===== src/rtl/core/blwe_pkg.sv =====
// package for the base64 line wrapping encoder
// holds the job descriptor passed from front to back, constants and the alphabet lookup
// no dependencies
package blwe_pkg;

  localparam int unsigned ByteW        = 8;
  localparam int unsigned WordW        = 24;
  localparam int unsigned CntW         = 3;
  localparam int unsigned QueueDepthDf = 2;

  localparam logic [ByteW-1:0] GroupsPerLineRst = 8'd19;
  localparam logic [ByteW-1:0] PadChar          = 8'h3D;
  localparam logic [ByteW-1:0] NewlineChar      = 8'h0A;

  // symbol counts of the three group kinds, and the character total of a partial group
  localparam logic [CntW-1:0] SymFull     = 3'd4;
  localparam logic [CntW-1:0] SymOneByte  = 3'd2;
  localparam logic [CntW-1:0] SymTwoByte  = 3'd3;
  localparam logic [CntW-1:0] TotPartial  = 3'd5;

  // one unit of work for the back end: a 24-bit group and how to spell it out
  typedef struct packed {
    logic [WordW-1:0] word;     // group bits, first byte in the high bits
    logic [CntW-1:0]  nsym;     // alphabet symbols taken from word
    logic [CntW-1:0]  ntot;     // total characters, pads and newline included
    logic             nl;       // last character is a newline
    logic             last;     // job closes the message
  } job_t;

  // standard base64 alphabet
  function automatic logic [ByteW-1:0] b64_sym(input logic [5:0] v);
    logic [ByteW-1:0] c;
    if (v < 6'd26) begin
      c = 8'h41 + {2'b00, v};
    end else if (v < 6'd52) begin
      c = 8'h61 + {2'b00, v} - 8'd26;
    end else if (v < 6'd62) begin
      c = 8'h30 + {2'b00, v} - 8'd52;
    end else if (v == 6'd62) begin
      c = 8'h2B;
    end else begin
      c = 8'h2F;
    end
    return c;
  endfunction

endpackage


===== src/rtl/core/blwe_front.sv =====
// front end: accepts bytes, gathers groups, keeps the line count, issues jobs
// depends on blwe_pkg
module blwe_front import blwe_pkg::*; (
  input  logic             clk,
  input  logic             rst_n,
  input  logic             cfg_wr_en,
  input  logic [ByteW-1:0] cfg_wr_data,
  input  logic             accept,
  input  logic [ByteW-1:0] data_byte,
  input  logic             final_byte,
  output logic             job_valid,
  output job_t             job
);

  logic [ByteW-1:0]   groups_per_line_r;
  logic [2*ByteW-1:0] held_bits_r, held_bits_nxt;
  logic [1:0]         held_count_r, held_count_nxt;
  logic [ByteW-1:0]   groups_in_line_r, groups_in_line_nxt;

  logic [ByteW-1:0] g_inc;
  logic [ByteW-1:0] g_after;
  logic             wrap;

  // line counter after a full group
  assign g_inc   = groups_in_line_r + 8'd1;
  assign wrap    = (g_inc == groups_per_line_r);
  assign g_after = wrap ? '0 : g_inc;

  // classify the byte and build the job
  always_comb begin
    held_bits_nxt      = held_bits_r;
    held_count_nxt     = held_count_r;
    groups_in_line_nxt = groups_in_line_r;
    job_valid          = 1'b0;
    job                = '0;
    job.last           = final_byte;
    if (held_count_r == 2'd2) begin
      job_valid          = 1'b1;
      job.word           = {held_bits_r, data_byte};
      job.nsym           = SymFull;
      job.nl             = wrap || (final_byte && (g_after != '0));
      job.ntot           = SymFull + {2'b00, job.nl};
      held_bits_nxt      = '0;
      held_count_nxt     = '0;
      groups_in_line_nxt = final_byte ? '0 : g_after;
    end else if (final_byte) begin
      job_valid          = 1'b1;
      job.nl             = 1'b1;
      job.ntot           = TotPartial;
      if (held_count_r == 2'd0) begin
        job.word = {data_byte, 16'h0000};
        job.nsym = SymOneByte;
      end else begin
        job.word = {held_bits_r[ByteW-1:0], data_byte, 8'h00};
        job.nsym = SymTwoByte;
      end
      held_bits_nxt      = '0;
      held_count_nxt     = '0;
      groups_in_line_nxt = '0;
    end else begin
      held_bits_nxt  = {held_bits_r[ByteW-1:0], data_byte};
      held_count_nxt = held_count_r + 2'd1;
    end
  end

  // configuration register
  always_ff @(posedge clk) begin
    if (!rst_n) begin
      groups_per_line_r <= GroupsPerLineRst;
    end else if (cfg_wr_en) begin
      groups_per_line_r <= cfg_wr_data;
    end
  end

  // group and line state
  always_ff @(posedge clk) begin
    if (!rst_n) begin
      held_bits_r      <= '0;
      held_count_r     <= '0;
      groups_in_line_r <= '0;
    end else if (accept) begin
      held_bits_r      <= held_bits_nxt;
      held_count_r     <= held_count_nxt;
      groups_in_line_r <= groups_in_line_nxt;
    end
  end

endmodule


===== src/rtl/core/blwe_queue.sv =====
// short job queue between front and back end
// depends on blwe_pkg
module blwe_queue import blwe_pkg::*; #(
  parameter int unsigned Depth = QueueDepthDf
) (
  input  logic clk,
  input  logic rst_n,
  input  logic push,
  input  job_t push_job,
  output logic full,
  input  logic pop,
  output job_t head_job,
  output logic empty
);

  localparam int unsigned PtrW = (Depth > 1) ? $clog2(Depth) : 1;
  localparam int unsigned CntW = $clog2(Depth + 1);
  localparam logic [PtrW-1:0] PtrLast = PtrW'(Depth - 1);
  localparam logic [CntW-1:0] CntFull = CntW'(Depth);

  job_t            mem_r [Depth];
  logic [PtrW-1:0] wr_ptr_r, rd_ptr_r;
  logic [CntW-1:0] count_r;
  logic            do_push, do_pop;

  assign full     = (count_r == CntFull);
  assign empty    = (count_r == '0);
  assign do_push  = push && !full;
  assign do_pop   = pop && !empty;
  assign head_job = mem_r[rd_ptr_r];

  // storage
  always_ff @(posedge clk) begin
    if (do_push) begin
      mem_r[wr_ptr_r] <= push_job;
    end
  end

  // pointers and fill count
  always_ff @(posedge clk) begin
    if (!rst_n) begin
      wr_ptr_r <= '0;
      rd_ptr_r <= '0;
      count_r  <= '0;
    end else begin
      if (do_push) begin
        wr_ptr_r <= (wr_ptr_r == PtrLast) ? '0 : wr_ptr_r + 1'b1;
      end
      if (do_pop) begin
        rd_ptr_r <= (rd_ptr_r == PtrLast) ? '0 : rd_ptr_r + 1'b1;
      end
      if (do_push && !do_pop) begin
        count_r <= count_r + 1'b1;
      end else if (do_pop && !do_push) begin
        count_r <= count_r - 1'b1;
      end
    end
  end

endmodule


===== src/rtl/core/blwe_back.sv =====
// back end: while each character is taken, spells a job out one character per cycle into the output register
// depends on blwe_pkg
module blwe_back import blwe_pkg::*; (
  input  logic             clk,
  input  logic             rst_n,
  input  logic             job_ready,
  input  job_t             job,
  output logic             job_done,
  output logic             out_valid,
  output logic [ByteW-1:0] out_char,
  output logic             out_run_end,
  output logic             out_message_end,
  input  logic             out_take
);

  logic [CntW-1:0]  idx_r;
  logic             valid_r;
  logic [ByteW-1:0] char_r;
  logic             run_end_r;
  logic             msg_end_r;

  logic             load;
  logic             is_end;
  logic [ByteW-1:0] char_nxt;
  logic [5:0]       sym;

  assign load     = job_ready && (!valid_r || out_take);
  assign is_end   = (idx_r == job.ntot - 3'd1);
  assign job_done = load && is_end;

  // symbol select for the current position
  always_comb begin
    unique case (idx_r[1:0])
      2'd0:    sym = job.word[23:18];
      2'd1:    sym = job.word[17:12];
      2'd2:    sym = job.word[11:6];
      default: sym = job.word[5:0];
    endcase
    if (idx_r < job.nsym) begin
      char_nxt = b64_sym(sym);
    end else if (job.nl && is_end) begin
      char_nxt = NewlineChar;
    end else begin
      char_nxt = PadChar;
    end
  end

  // position within the job
  always_ff @(posedge clk) begin
    if (!rst_n) begin
      idx_r <= '0;
    end else if (load) begin
      idx_r <= is_end ? '0 : idx_r + 3'd1;
    end
  end

  // output register
  always_ff @(posedge clk) begin
    if (!rst_n) begin
      valid_r <= 1'b0;
    end else if (load) begin
      valid_r <= 1'b1;
    end else if (out_take) begin
      valid_r <= 1'b0;
    end
  end

  always_ff @(posedge clk) begin
    if (load) begin
      char_r    <= char_nxt;
      run_end_r <= is_end;
      msg_end_r <= is_end && job.last;
    end
  end

  assign out_valid       = valid_r;
  assign out_char        = char_r;
  assign out_run_end     = run_end_r;
  assign out_message_end = msg_end_r;

endmodule


===== src/rtl/core/base64_line_wrapping_encoder.sv =====
// base64 encoder with line wrapping, top level
// latency: a byte that completes a group writes its job into the queue at its transfer; the
// first character is then registered into the output register, from where it can be popped
// throughput: one character per cycle while pop takes each one from the single-character
// output register and jobs are waiting in the queue
// reset: synchronous active-low rst_n clears queue, counters, group state; 19 groups per line
module base64_line_wrapping_encoder import blwe_pkg::*; #(
  parameter int unsigned QueueDepth = QueueDepthDf
) (
  input  logic             clk,
  input  logic             rst_n,
  input  logic             cfg_wr_en,
  input  logic [ByteW-1:0] cfg_wr_data,
  input  logic             push,
  output logic             full,
  input  logic [ByteW-1:0] in_data_byte,
  input  logic             in_final_byte,
  output logic             empty,
  input  logic             pop,
  output logic [ByteW-1:0] out_char,
  output logic             out_run_end,
  output logic             out_message_end
);

  logic accept;
  logic job_valid;
  job_t new_job;
  job_t head_job;
  logic q_empty;
  logic job_done;
  logic out_valid;

  assign accept = push && !full;
  assign empty  = !out_valid;

  // byte intake and grouping
  blwe_front u_front (
    .clk         (clk),
    .rst_n       (rst_n),
    .cfg_wr_en   (cfg_wr_en),
    .cfg_wr_data (cfg_wr_data),
    .accept      (accept),
    .data_byte   (in_data_byte),
    .final_byte  (in_final_byte),
    .job_valid   (job_valid),
    .job         (new_job)
  );

  // job queue
  blwe_queue #(
    .Depth (QueueDepth)
  ) u_queue (
    .clk      (clk),
    .rst_n    (rst_n),
    .push     (accept && job_valid),
    .push_job (new_job),
    .full     (full),
    .pop      (job_done),
    .head_job (head_job),
    .empty    (q_empty)
  );

  // character output
  blwe_back u_back (
    .clk             (clk),
    .rst_n           (rst_n),
    .job_ready       (!q_empty),
    .job             (head_job),
    .job_done        (job_done),
    .out_valid       (out_valid),
    .out_char        (out_char),
    .out_run_end     (out_run_end),
    .out_message_end (out_message_end),
    .out_take        (pop)
  );

endmodule

===== config.mk =====
export PLATFORM = sky130hd
export DESIGN_NAME = base64_line_wrapping_encoder
export DESIGN_NICKNAME = d
export VERILOG_FILES = /design/src/rtl/core/blwe_pkg.sv /design/src/rtl/core/blwe_front.sv /design/src/rtl/core/blwe_queue.sv /design/src/rtl/core/blwe_back.sv /design/src/rtl/core/base64_line_wrapping_encoder.sv
export SDC_FILE = /design/constraint.sdc
export NUM_CORES = 1
export LEC_CHECK = 0
export ABC_AREA = 0
export BUFFER_PORTS_ARGS = -buffer_cell sky130_fd_sc_hd__buf_2
export CORE_ASPECT_RATIO = 0.6
export CORE_UTILIZATION = 50
export DETAILED_ROUTE_END_ITERATION = 10
export GPL_TIMING_DRIVEN = 0
export PLACE_DENSITY = 0.68
export SETUP_SLACK_MARGIN = 0.3
export SLEW_MARGIN = 15
export SYNTH_ARGS = -nofsm -noshare
export SYNTH_HDL_FRONTEND = slang
export SYNTH_SLANG_ARGS = --single-unit
export TNS_END_PERCENT = 1

===== constraint.sdc =====
create_clock -name clk -period 5.1 [get_ports clk]
set_input_delay 0.51 -clock clk [delete_from_list [all_inputs] [get_ports clk]]
set_output_delay 0.51 -clock clk [all_outputs]
set_load 0.005 [all_outputs]

; After elaboration in Yosys (flattened, before gate mapping)
; Memory sizes are Yosys's and may differ from the RTL's. A register that Yosys moved wholly into a read port is not among the register bits.
; Cells that the tools add are included.
[totals]
register_bits = 52
ram_bits = 64
memories = 1
[classes]
n_addsub = 14
n_lt_le_gt_ge = 4
n_eq_ne = 7
mux = 31
reduce_logical = 26
[mem_list]
columns = memory, depth, width, read_ports, rd_clocked_by_memory_dff, wr, line
row1 = u_queue.mem_r, 2, 32, 1, 1, 1, blwe_queue.sv:21  ; job_t mem_r [Depth];
[ops]
columns = operator, n
row1 = two-way mux 8 bit, 8
row2 = two-way mux 31 bit, 2
row3 = two-way mux 16 bit, 2
row4 = two-way mux 27 bit, 1
row5 = one-hot mux 6 bit (3 select lines), 1
row6 = adder 7 x 6 -> 8 bit (first input constant), 2
row7 = less-than comparator 6 bit (second input constant), 2
row8 = logical AND 1 bit, 11
row9 = two-way mux 1 bit, 10
row10 = adder 8 x 1 -> 8 bit (second input constant), 1
row11 = == test 8 bit, 1
row12 = two-way mux 2 bit, 4
row13 = nonzero test 8 bit, 1
row14 = subtractor 8 x 5 -> 8 bit (second input constant), 1
row15 = subtractor 8 x 6 -> 8 bit (second input constant), 1
row16 = adder 6 x 6 -> 7 bit (first input constant), 1
row17 = == test 2 bit (second input constant), 3
row18 = == test 6 bit (second input constant), 1
row19 = zero test 2 bit, 3
row20 = less-than comparator 6 x 5 -> 1 bit (second input constant), 1
row21 = two-way mux 3 bit, 2
row22 = two-way mux 6 bit, 1
row23 = nonzero test 2 bit, 3
row24 = zero test 1 bit, 5
row25 = 11 further kinds, 14

; Logic depth before layout (Yosys ltp)
; Gate-level depths: netlist of run 1.
[depth]
ltp_word = 9
mapped_depth = 15
mapped_depth_nobuf = 13

; By module
; From an unflattened synthesis of run 1, not the netlist that was laid out.
[hier_totals]
cells_unflattened = 533
hier_area_um2 = 5889.4
[by_module_without_submodules]
columns = module, n_inst, cells_each, area_each_um2
row1 = blwe_queue, 1, 125, 2536.2
row2 = blwe_front, 1, 271, 2163.3
row3 = blwe_back, 1, 133, 1167.4
row4 = base64_line_wrapping_encoder, 1, 4, 22.5

; Least setup slack after synthesis of run 1
; OpenSTA, ideal clock, no wires.
[synth_timing]
path_kind = register to register
startpoint = register u_back.idx_r[0]
endpoint = register u_back.char_r[3] (netlist: u_back.out_char[3]), data pin
setup_time_ns = 0.266
arrival_ns = 2.655
t_required_ns = 4.834
path_slack_ns = 2.179
path_stages_with_launch = 15
path_buffers = 2
path_cell_list = dfxtp_1 -> inv_1 -> ha_1 -> buf_6 -> a222oi_1 -> nand2_1 -> nand3_1 -> ha_1 -> nand2_1 -> nor4_1 -> or2_1 -> buf_2 -> o21ai_0 -> o22ai_1 -> nand3_1
[synth_via]
elab_chain_cells = 8
[synth_rtl]
columns = element, line
row1 = "start, declared", blwe_back.sv:16  ; logic [CntW-1:0] idx_r;
row2 = "start signal, assigned", blwe_back.sv:53  ; idx_r <= is_end ? '0 : idx_r + 3'd1;
row3 = == test 2 bit (tied with other cells), blwe_back.sv:33  ; unique case (idx_r[1:0])
row4 = one-hot mux 6 bit (3 select lines), blwe_back.sv:33
row5 = adder 6 x 6 -> 7 bit, blwe_pkg.sv:38  ; c = 8'h30 + {2'b00, v} - 8'd52;
row6 = subtractor 8 x 6 -> 8 bit, blwe_pkg.sv:38
row7 = two-way mux 8 bit, blwe_pkg.sv:37  ; end else if (v < 6'd62) begin
row8 = two-way mux 8 bit, blwe_pkg.sv:35  ; end else if (v < 6'd52) begin
row9 = two-way mux 8 bit, blwe_pkg.sv:33  ; if (v < 6'd26) begin
row10 = two-way mux 8 bit (*), blwe_back.sv:39  ; if (idx_r < job.nsym) begin
row11 = "end signal, assigned", blwe_back.sv:70  ; char_r <= char_nxt;
row12 = "end, declared", blwe_back.sv:18  ; logic [ByteW-1:0] char_r;
; Mark *: on every way between the ends. The rest lies on a longest branch, timed or not.
; A chain may end at the register's enable or synchronous reset.

; Worst setup path in the final report of run 1
; Ends and elaborated chain as after synthesis.

==> results.sh, run 1 <==
export IMPL_status="finished with violations"
export IMPL_synth_cell_types=63
export IMPL_avgRoutedWirePerCell_um=17.3
export IMPL_synth_async_sr_flop_share_pct=0
export IMPL_avgSynthCellArea_um2=10.7
export IMPL_crit_chain="inv_1 -> ha_1 -> buf_4 -> a222oi_1 -> nand2_1 -> nand3_1 -> ha_1 -> nand2_1 -> nor4_1 -> or2_1 -> buf_2 -> o21ai_0 -> o22ai_1 -> nand3_1"
export IMPL_synth_top_flop_cell="edfxtp_1"
export IMPL_max_stage_delay_ns=0.46
export IMPL_grt_max_degree=27
export IMPL_clk_pin_slew_worst_paths_ns=0.06
export IMPL_htree_levels=4
export IMPL_crit_family="simple AND/OR/NAND/NOR gates"
export IMPL_violations="DRC"
export IMPL_gp_congestion=0.893
export IMPL_drive_above_1_share_pct=15.6
export IMPL_ir_drop_mv=0.295
export IMPL_postPlaceCellArea_um2=5970
export IMPL_dpl_hpwl_um=9160
export IMPL_synthCells=522
export IMPL_rsz0062_at_grt="false"
export IMPL_fin_crit_ns=3.68
export IMPL_ff_latch_area_um2=2960
export IMPL_cpMaxStageDelayCell="dfxtp_1"
export IMPL_yosysSeqAreaShare_pct=53.1
export IMPL_grt_pass1_wl_um=20400
export IMPL_crit_type="reg -> reg"
export IMPL_slew_headroom_pct=45.7
export IMPL_p_leak_nw=2.47
export IMPL_end_kind="flop"
export IMPL_min_path_type="in -> reg"
export IMPL_synth_edf_count=70
export IMPL_timing_hold_ws_ns=0.314
export IMPL_drv_slew=0
export IMPL_tightest_slew_ns=0.812
export IMPL_crit_buf_inv=3
export IMPL_crit_path_max_fanout=10
export IMPL_drtIter0Drc=280
export IMPL_startpoint_type="flop"
export IMPL_antenna_found_initial=0
export IMPL_clock_path_buffers=2
export IMPL_layout_common_cells="nand2_1 (90), edfxtp_1 (70), dfxtp_1 (43), buf_2 (37), a21oi_1 (35)"
export IMPL_ys_warn_count=0
export IMPL_drcViolationCount=4
export IMPL_skew_ns=0.0120
export IMPL_port_buffers=32
export IMPL_clock_tree_root_cell="clkbuf_16"
export IMPL_ys_ff_latch=113
export IMPL_post_cts_setup_buffers=0
export IMPL_power_density_nw_per_um2=521
export IMPL_finalSetupTns_ns=0
export IMPL_ctsHoldBuffers=0
export IMPL_coreArea_um2=10700
export IMPL_vias=4117
export IMPL_fp_dieW_um=138
export IMPL_postRouteWirelength_um=12600
export IMPL_setup_viol=0
export IMPL_areaGrowthSynthToFinish_pct=16.6
export IMPL_fillers=855
export IMPL_required_ns=5.25
export IMPL_die_h_um=83.9
export IMPL_numCtsBuffers=17
export IMPL_fmax_mhz=272
export IMPL_clock_latency_ns=0.41
export IMPL_track_usage_pct=23.5
export IMPL_multiInputGateArea_um2=2410
export IMPL_syn_num_nets=563
export IMPL_num_rows=29
export IMPL_ant_nets=0
export IMPL_finalCritPeriodShare_pct=72.1
export IMPL_final_common_cell="nand2_1"
export IMPL_cts_resized=0
export IMPL_cts_tree="built"
export IMPL_initial_utilization_pct=52.2
export IMPL_vias_per_cell=5.66
export IMPL_grt_pass1_vias=3862
export IMPL_maxCapViolCount=0
export IMPL_dieArea_um2=11600
export IMPL_nets=616
export IMPL_boundaryPins=34
export IMPL_final_area_um2=6510
export IMPL_n_antenna_cell=0
export IMPL_cts_sinks=113
export IMPL_hold_viol=0
export IMPL_synth_area_um2=5580
export IMPL_cp_data_arrival_time_ns=3.83
export IMPL_grt_overflow_total=0
export IMPL_drt_pass1_iter_count=8
## final timing paths
kind	startpoint	to	slack (ns)	depth (start not counted)
max reg2reg	u_back.idx_r[0]	u_back.out_char[3]	1.42	14
min	cfg_wr_data[1]	u_front.groups_per_line_r[1]	0.31	3
min reg2reg	u_front.held_bits_r[13]	u_front.held_bits_r[13]	0.46	2
max	u_back.idx_r[0]	u_back.out_char[3]	1.42	14
## kinds of logic (layout without fill, tap and decap cells)
family | after synthesis | after routing | synth area share [%]
xor+xnor | 18 | 18 | 3.32
compound gates | 104 | 104 | 12.3
flops | 113 | 113 | 53.1
fa+ha+maj | 19 | 19 | 4.26
buf+inv | 49 | 115 | 4.03
mux | 37 | 37 | 6.70
simple gates | 182 | 182 | 16.3
## layout make-up
type                       instances  area share, %
buffer                            28           2.23
clock buffer                      18           6.59
clock inverter                    14           1.63
inverter                          21           1.23
multi-input combinational        360           37.0
sequential                       113           45.5
tap                              139           2.67
timing repair buffer              34           3.08
## state kept, by name, summed over array words and instances, names as in the netlist, 2 cells and up, named ones only
register and flops:
u_back.idx_r 3, u_queue.count_r 2, u_front.groups_per_line_r 8, u_back.out_char 8, u_queue.mem_r 60, u_front.held_count_r 2, u_front.held_bits_r 16, u_front.groups_in_line_r 8
## report_power, final
part / internal, mW / switching (mW) / total, mW
Clock: 0.625 / 0.439 / 1.06
Combinational: 0.447 / 0.700 / 1.15
Sequential: 1.13 / 0.0508 / 1.18
Total: 2.20 / 1.19 / 3.39
## synth_stat cells (all sizes together) (5+ instances only)
cell,n,area (um2)
and2,17,106
inv,20,75.1
dfxtp,43,861
a22oi,9,72.6
o21ai,21,105
buf,11,81.3
nand3,22,120
edfxtp,70,2100
mux2i,34,340
nand2,91,344
ha,19,238
clkbuf,17,63.8
nor2,13,48.8
nor2b,11,76.3
a21oi,35,175
nor3,5,30.0
a22o,14,123
xnor2,13,114
## per-layer routing
metal	vias up	track usage [%]	share of wire, %
met3	22	5.57	4.9
met5	-	0	0
met4	0	8.48	2.2
met2	107	32.9	41
li1	1988	-	-
met1	2000	35.2	52
## worst reg2reg max path: stages (launching register included)
cell and delay (ns):
dfxtp_1 0.46, inv_1 0.11, ha_1 0.26, buf_4 0.19
a222oi_1 0.31, nand2_1 0.13, nand3_1 0.22, ha_1 0.32
nand2_1 0.12, nor4_1 0.29, or2_1 0.26, buf_2 0.26
o21ai_0 0.13, o22ai_1 0.23, nand3_1 0.11
## per-stage QoR
stage	setup slack (ns)	power (mW)	cells	util (%)
global placement	1.03	2.29	693	55.3
floorplan	2.18	2.01	522	-
finish	1.42	3.39	727	60.8
detailed placement	1.53	2.32	695	55.8
global route	1.02	3.59	727	60.8
CTS	1.51	3.39	727	60.8
No activity file was read; power rests on OpenSTA's default activity.
==> run 2: changes to the inputs <==
PLACE_DENSITY = 0.7   (was 0.68)
clock period = 3.1 ns   (was 5.1 ns; I/O delays follow)
==> run 2 against run 1 <==
  * The flow still finishes with violations (DRC)
  * Register-to-register slack worse by 1.3 ns
  * Worst hold slack worse by 0.19 ns
  * Non-clock buffer count rose by 31
  * Critical path depth is the same
  * Clock skew grew 0.0015 ns
  * Design area rose by 9.8%
  * Via count increased by 9.7%
  * Sequential power grew 65%
  * Largest cell class unchanged
  * Flip-flop and latch count did not move
  * Final cell count increased by 4.3%
  * Count of clock-buffer cells in the layout shrank 1
  * First-iteration DRC count rose by 78%
==> results.sh, run 2 (same netlist as run 1, synthesis figures left out) <==
export IMPL_instances_no_fill=758
export IMPL_fin_ws_ns=0.106
export IMPL_multiInputGateArea_um2=2690
export IMPL_ir_drop_mv=0.508
export IMPL_setup_viol=0
export IMPL_r2r_start="u_back.idx_r[0]"
export IMPL_grt_overflow_total=0
export IMPL_clock_path_buffers=2
export IMPL_fp_dieW_um=138
export IMPL_finalCritPeriodShare_pct=96.6
export IMPL_switchingPower_mw=2.38
export IMPL_die_h_um=83.9
export IMPL_clock_tree_root_cell="clkbuf_16"
export IMPL_finalSetupTns_ns=0
export IMPL_gp_congestion=0.872
export IMPL_tightest_slew_ns=0.775
export IMPL_vias_per_cell=5.96
export IMPL_ctsHoldBuffers=0
export IMPL_fillers=769
export IMPL_track_usage_pct=25.4
export IMPL_coreArea_um2=10700
export IMPL_top_regs="u_queue.mem_r (60), u_front.held_bits_r (16)"
export IMPL_hold_start="cfg_wr_data[4]"
export IMPL_p_leak_nw=2.71
export IMPL_crit_buf_inv=4
export IMPL_cp_data_arrival_time_ns=3.25
export IMPL_cpMaxStageDelayCell="dfxtp_4"
export IMPL_grt_pass1_wl_um=22200
export IMPL_violations="DRC"
export IMPL_postRouteWirelength_um=14600
export IMPL_min_path_type="in -> reg"
export IMPL_dieArea_um2=11600
export IMPL_drive_above_1_share_pct=27.6
export IMPL_crit_chain="inv_4 -> ha_4 -> buf_8 -> a22oi_2 -> nand3_2 -> nand3_4 -> inv_2 -> ha_4 -> a32o_2 -> or2_4 -> buf_6 -> mux2_4 -> o21ai_2 -> a2bb2oi_2"
export IMPL_drtIter0Drc=498
export IMPL_power_internal_mw=4.33
export IMPL_fin_crit_ns=2.99
export IMPL_end_kind="flop"
export IMPL_boundaryPins=34
export IMPL_areaGrowthSynthToFinish_pct=28.0
export IMPL_drv_slew=0
export IMPL_placedCellCount=695
export IMPL_power_density_nw_per_um2=939
export IMPL_htree_levels=4
export IMPL_top_register="u_queue.mem_r"
export IMPL_largest_reg_flops=60
export IMPL_port_buffers=32
export IMPL_switching_share_pct=35.5
export IMPL_clk_pin_slew_worst_paths_ns=0.06
export IMPL_seqPwrFrac_pct=29.1
export IMPL_pre_cts_slack_ns=-0.258
export IMPL_clock_latency_ns=0.42
export IMPL_combPwrFrac_pct=42.3
export IMPL_final_common_cell="nand2_1"
export IMPL_max_stage_delay_ns=0.41
export IMPL_n_antenna_cell=0
export IMPL_fmax_mhz=334
export IMPL_clockPowerShare_pct=28.6
export IMPL_critPathMostFrequentCell="ha_4"
export IMPL_rsz0062_at_grt="true"
export IMPL_ff2ff_setup_slack_ns=0.11
export IMPL_initial_utilization_pct=52.2
export IMPL_layout_common_cells="nand2_1 (88), edfxtp_1 (70), dfxtp_1 (41), a21oi_1 (34), buf_2 (34)"
export IMPL_r2r_cells=14
export IMPL_hold_depth=3
export IMPL_timing_hold_ws_ns=0.121
export IMPL_crit_family="compound AO/OA/AOI/OAI gates"
export IMPL_startpoint_type="flop"
export IMPL_status="finished with violations"
export IMPL_r2r_end="u_back.out_char[2]"
export IMPL_drt_pass1_iter_count=8
export IMPL_maxCapViolCount=0
export IMPL_crit_path_max_fanout=8
export IMPL_antenna_found_initial=0
export IMPL_nets=647
export IMPL_num_rows=29
export IMPL_avgRoutedWirePerCell_um=19.2
export IMPL_hold_viol=0
export IMPL_numCtsBuffers=17
export IMPL_final_util_pct=66.7
export IMPL_crit_type="reg -> reg"
export IMPL_min_to="u_front.groups_per_line_r[4]"
export IMPL_skew_ns=0.0135
export IMPL_drcViolationCount=8
export IMPL_ff_latch_area_um2=2970
export IMPL_grt_pass1_vias=4289
export IMPL_dpl_hpwl_um=9080
export IMPL_cts_tree="built"
export IMPL_grt_max_degree=25
export IMPL_required_ns=3.36
export IMPL_ant_nets=0
export IMPL_cts_sinks=113
export IMPL_slew_headroom_pct=48.2
export IMPL_vias=4516
[run 2: changes by cell type in the layout (fill, tap and decap cells not counted), sizes merged]
| cell | delta |
|---|---|
| clkinv | -3 |
| bufinv | +2 |
| inv | -1 |
| clkbuf | -1 |
| clkinvlp | +3 |
| buf | +31 |
[run 2: cell type report]
type	count	area share, %
Clock buffer	17	5.95
Clock inverter	15	2.22
Multi-Input combinational cell	360	37.7
Inverter	21	1.19
Sequential cell	113	41.6
Buffer	28	2.78
Timing Repair Buffer	65	6.16
Tap cell	139	2.43
[run 2: routing by layer]
metal  vias up  global-route usage [%]  wire length [um]
met5         -                       0                 0
li1       2055                       -                 -
met4         0                    10.3               314
met2       213                    39.2              6590
met1      2214                    34.7              6570
met3        34                    6.02              1080
[run 2: metrics by stage]
stage / instance area, um2 / power, mW
final: 7140 / 6.71
after detailed placement: 5980 / 3.82
after floorplan: 5590 / 3.32
after CTS: 6950 / 6.23
after global routing: 7140 / 6.99
after global placement: 5930 / 3.76
[run 2: worst max path at each step]
stage	start	to	slack (ns)	depth (start not counted)
final	u_back.idx_r[0]	u_back.out_char[2]	0.11	14
after global placement	u_queue.count_r[0]	u_queue.mem_r[1][26]	-0.94	5
after detailed placement	u_back.idx_r[0]	u_back.out_char[3]	-0.26	14
after CTS	u_back.idx_r[0]	u_back.out_char[2]	0.21	14
after global routing	u_back.idx_r[0]	u_back.out_char[2]	0.05	13
after floorplan	u_back.idx_r[0]	u_back.out_char[4]	0.28	14
[run 2: tightest hold or removal path, stage by stage]
cell	delay, ns
buf_2	0.08
mux2i_1	0.06
nand2_1	0.06
[run 2: timing repair]
item / CTS / global route
pin swaps: 16 / 21
resized for setup: 56 / 24
cloned: 0 / 0
setup endpoints to repair: 9 / 24
setup buffers: 21 / 10
[run 2: power by group through the flow]
| stage | clock network, mW | registers (mW) | logic [mW] |
|---|---|---|---|
| CTS | 1.93 | 1.94 | 2.36 |
| detailed placement | 0 | 1.97 | 1.86 |
| finish | 1.92 | 1.95 | 2.84 |
| global placement | 0 | 1.96 | 1.80 |
| floorplan | 0 | 1.96 | 1.36 |
| global route | 2.01 | 1.97 | 3.00 |
==> run 3: changes to the inputs <==
BUFFER_PORTS_ARGS = -buffer_cell sky130_fd_sc_hd__buf_4   (was -buffer_cell sky130_fd_sc_hd__buf_2)
==> run 3 against run 2 <==
  * The run still ends with DRC left
  * Critical path depth stayed put
  * Power fell by 1.9%
  * Global-route usage barely moved
  * First-iteration DRC count down 17%
  * Largest cell class unchanged
==> results.sh, run 3 (same netlist as run 1, synthesis figures left out) <==
export IMPL_top_register="u_queue.mem_r"
export IMPL_crit_buf_inv=3
export IMPL_track_usage_pct=25.5
export IMPL_port_buffers=32
export IMPL_cp_data_arrival_time_ns=3.01
export IMPL_grt_overflow_total=0
export IMPL_drv_slew=0
export IMPL_critPathMostFrequentCell="ha_4"
export IMPL_crit_family="simple AND/OR/NAND/NOR gates"
export IMPL_seqPwrFrac_pct=29.7
export IMPL_required_ns=3.25
export IMPL_hold_viol=0
export IMPL_instances_no_fill=756
export IMPL_power_density_nw_per_um2=906
export IMPL_finalCritPeriodShare_pct=92.3
export IMPL_num_rows=29
export IMPL_violations="DRC"
export IMPL_skew_ns=0.0126
export IMPL_cts_sinks=113
export IMPL_clockPowerShare_pct=27.7
export IMPL_startpoint_type="flop"
export IMPL_ir_drop_mv=0.512
export IMPL_postPlaceCellArea_um2=6060
export IMPL_numCtsBuffers=17
export IMPL_r2r_cells=14
export IMPL_ctsHoldBuffers=0
export IMPL_clock_tree_root_cell="clkbuf_16"
export IMPL_rsz0062_at_grt="true"
export IMPL_die_h_um=83.9
export IMPL_slew_headroom_pct=48.1
export IMPL_crit_type="reg -> reg"
export IMPL_vias_per_cell=5.63
export IMPL_tightest_slew_ns=0.776
export IMPL_dieArea_um2=11600
export IMPL_final_common_cell="nand2_1"
export IMPL_grt_pass1_wl_um=22100
export IMPL_p_leak_nw=2.74
export IMPL_crit_path_max_fanout=10
export IMPL_max_stage_delay_ns=0.41
export IMPL_top_regs="u_queue.mem_r (60), u_front.held_bits_r (16)"
export IMPL_areaGrowthSynthToFinish_pct=30.1
export IMPL_ant_nets=0
export IMPL_maxCapViolCount=0
export IMPL_layout_common_cells="nand2_1 (87), edfxtp_1 (70), buf_4 (60), dfxtp_1 (41)"
export IMPL_placedCellCount=695
export IMPL_worst_path_stages=14
export IMPL_drive_above_1_share_pct=28.5
export IMPL_nets=645
export IMPL_cts_tree="built"
export IMPL_setup_viol=0
export IMPL_coreArea_um2=10700
export IMPL_power_internal_mw=4.27
export IMPL_fillers=783
export IMPL_boundaryPins=34
export IMPL_final_area_um2=7260
export IMPL_clk_pin_slew_worst_paths_ns=0.06
export IMPL_postRouteWirelength_um=14000
export IMPL_clock_path_buffers=2
export IMPL_fin_ws_ns=0.238
export IMPL_htree_levels=4
export IMPL_pre_cts_slack_ns=-0.269
export IMPL_clock_latency_ns=0.41
export IMPL_switching_share_pct=35.1
export IMPL_antenna_found_initial=0
export IMPL_grt_pass1_vias=4161
export IMPL_dpl_hpwl_um=9070
export IMPL_drt_pass1_iter_count=8
export IMPL_fin_crit_ns=2.86
export IMPL_switchingPower_mw=2.31
export IMPL_final_util_pct=67.8
export IMPL_grt_max_degree=27
export IMPL_fmax_mhz=349
export IMPL_end_kind="flop"
export IMPL_drcViolationCount=8
export IMPL_drtIter0Drc=411
export IMPL_avgRoutedWirePerCell_um=18.6
export IMPL_hold_depth=3
export IMPL_vias=4253
export IMPL_largest_reg_flops=60
export IMPL_combPwrFrac_pct=42.6
export IMPL_status="finished with violations"
export IMPL_fp_dieW_um=138
export IMPL_min_path_type="in -> reg"
export IMPL_crit_chain="inv_4 -> ha_4 -> buf_8 -> a222oi_1 -> nand2_1 -> nand3_4 -> ha_4 -> nand2_4 -> nor4_4 -> or2_4 -> buf_6 -> o21ai_0 -> o22ai_1 -> nand3_1"
export IMPL_initial_utilization_pct=52.2
export IMPL_cpMaxStageDelayCell="dfxtp_4"
export IMPL_n_antenna_cell=0
export IMPL_gp_congestion=0.875
-- run 3: cell types whose count changed in the layout (fill, tap and decap cells not counted), moves of 2 or more --
cell     before  now
ha_4          7    9
buf_4        31   60
a21oi_1      34   32
inv_6         4    6
buf_2        34    2
a21oi_2       0    3
-- run 3: tightest hold or removal path, stage by stage --
cell and delay, ns:
buf_4 0.08, mux2i_1 0.05, nand2_1 0.06
-- run 3: per-layer routing --
metal	wire (um)	global-route usage, %	vias up
met5	0	0	-
met4	153	8.58	0
met3	955	6.48	19
met2	6070	37.8	137
met1	6870	36.2	2050
li1	-	-	2047
-- run 3: final cells by class --
| class | count | area [um2] | share of cell area (%) |
|---|---|---|---|
| clock inverter | 15 | 134 | 1.84 |
| clock buffer | 17 | 425 | 5.86 |
| tap | 139 | 174 | 2.39 |
| multi-input combinational | 360 | 2740 | 37.7 |
| inverter | 21 | 88.8 | 1.22 |
| sequential | 113 | 2970 | 40.9 |
| timing repair buffer | 63 | 531 | 7.31 |
| buffer | 28 | 203 | 2.79 |
-- run 3: worst paths after layout --
path	endpoint	from	slack, ns
min	u_front.groups_per_line_r[4]	cfg_wr_data[4]	0.11
max	u_back.out_char[3]	u_back.idx_r[0]	0.24
min reg2reg	u_front.held_bits_r[14]	u_front.held_bits_r[14]	0.46
max reg2reg	u_back.out_char[3]	u_back.idx_r[0]	0.24
-- run 3: power groups by stage --
stage | clock [mW] | sequential (mW) | combinational (mW)
after global placement | 0 | 1.96 | 1.86
final | 1.82 | 1.95 | 2.80
after CTS | 1.84 | 1.95 | 2.45
after detailed placement | 0 | 1.97 | 1.89
after floorplan | 0 | 1.96 | 1.36
after global routing | 1.92 | 1.97 | 3.00
-- run 3: through the flow --
step / TNS [ns] / power, mW / hold WS [ns]
CTS: 0 / 6.24 / 0.112
floorplan: 0 / 3.32 / 0.409
detailed placement: -1.21 / 3.86 / 0.450
global placement: -34.15 / 3.83 / 0.443
finish: 0 / 6.58 / 0.112
global route: 0 / 6.89 / 0.115
-- run 3: what timing repair did --
item,CTS,global route
setup buffers,24,4
endpoints found under the setup margin,9,26
pin swaps,23,17
resized for setup,64,28
cloned,1,0
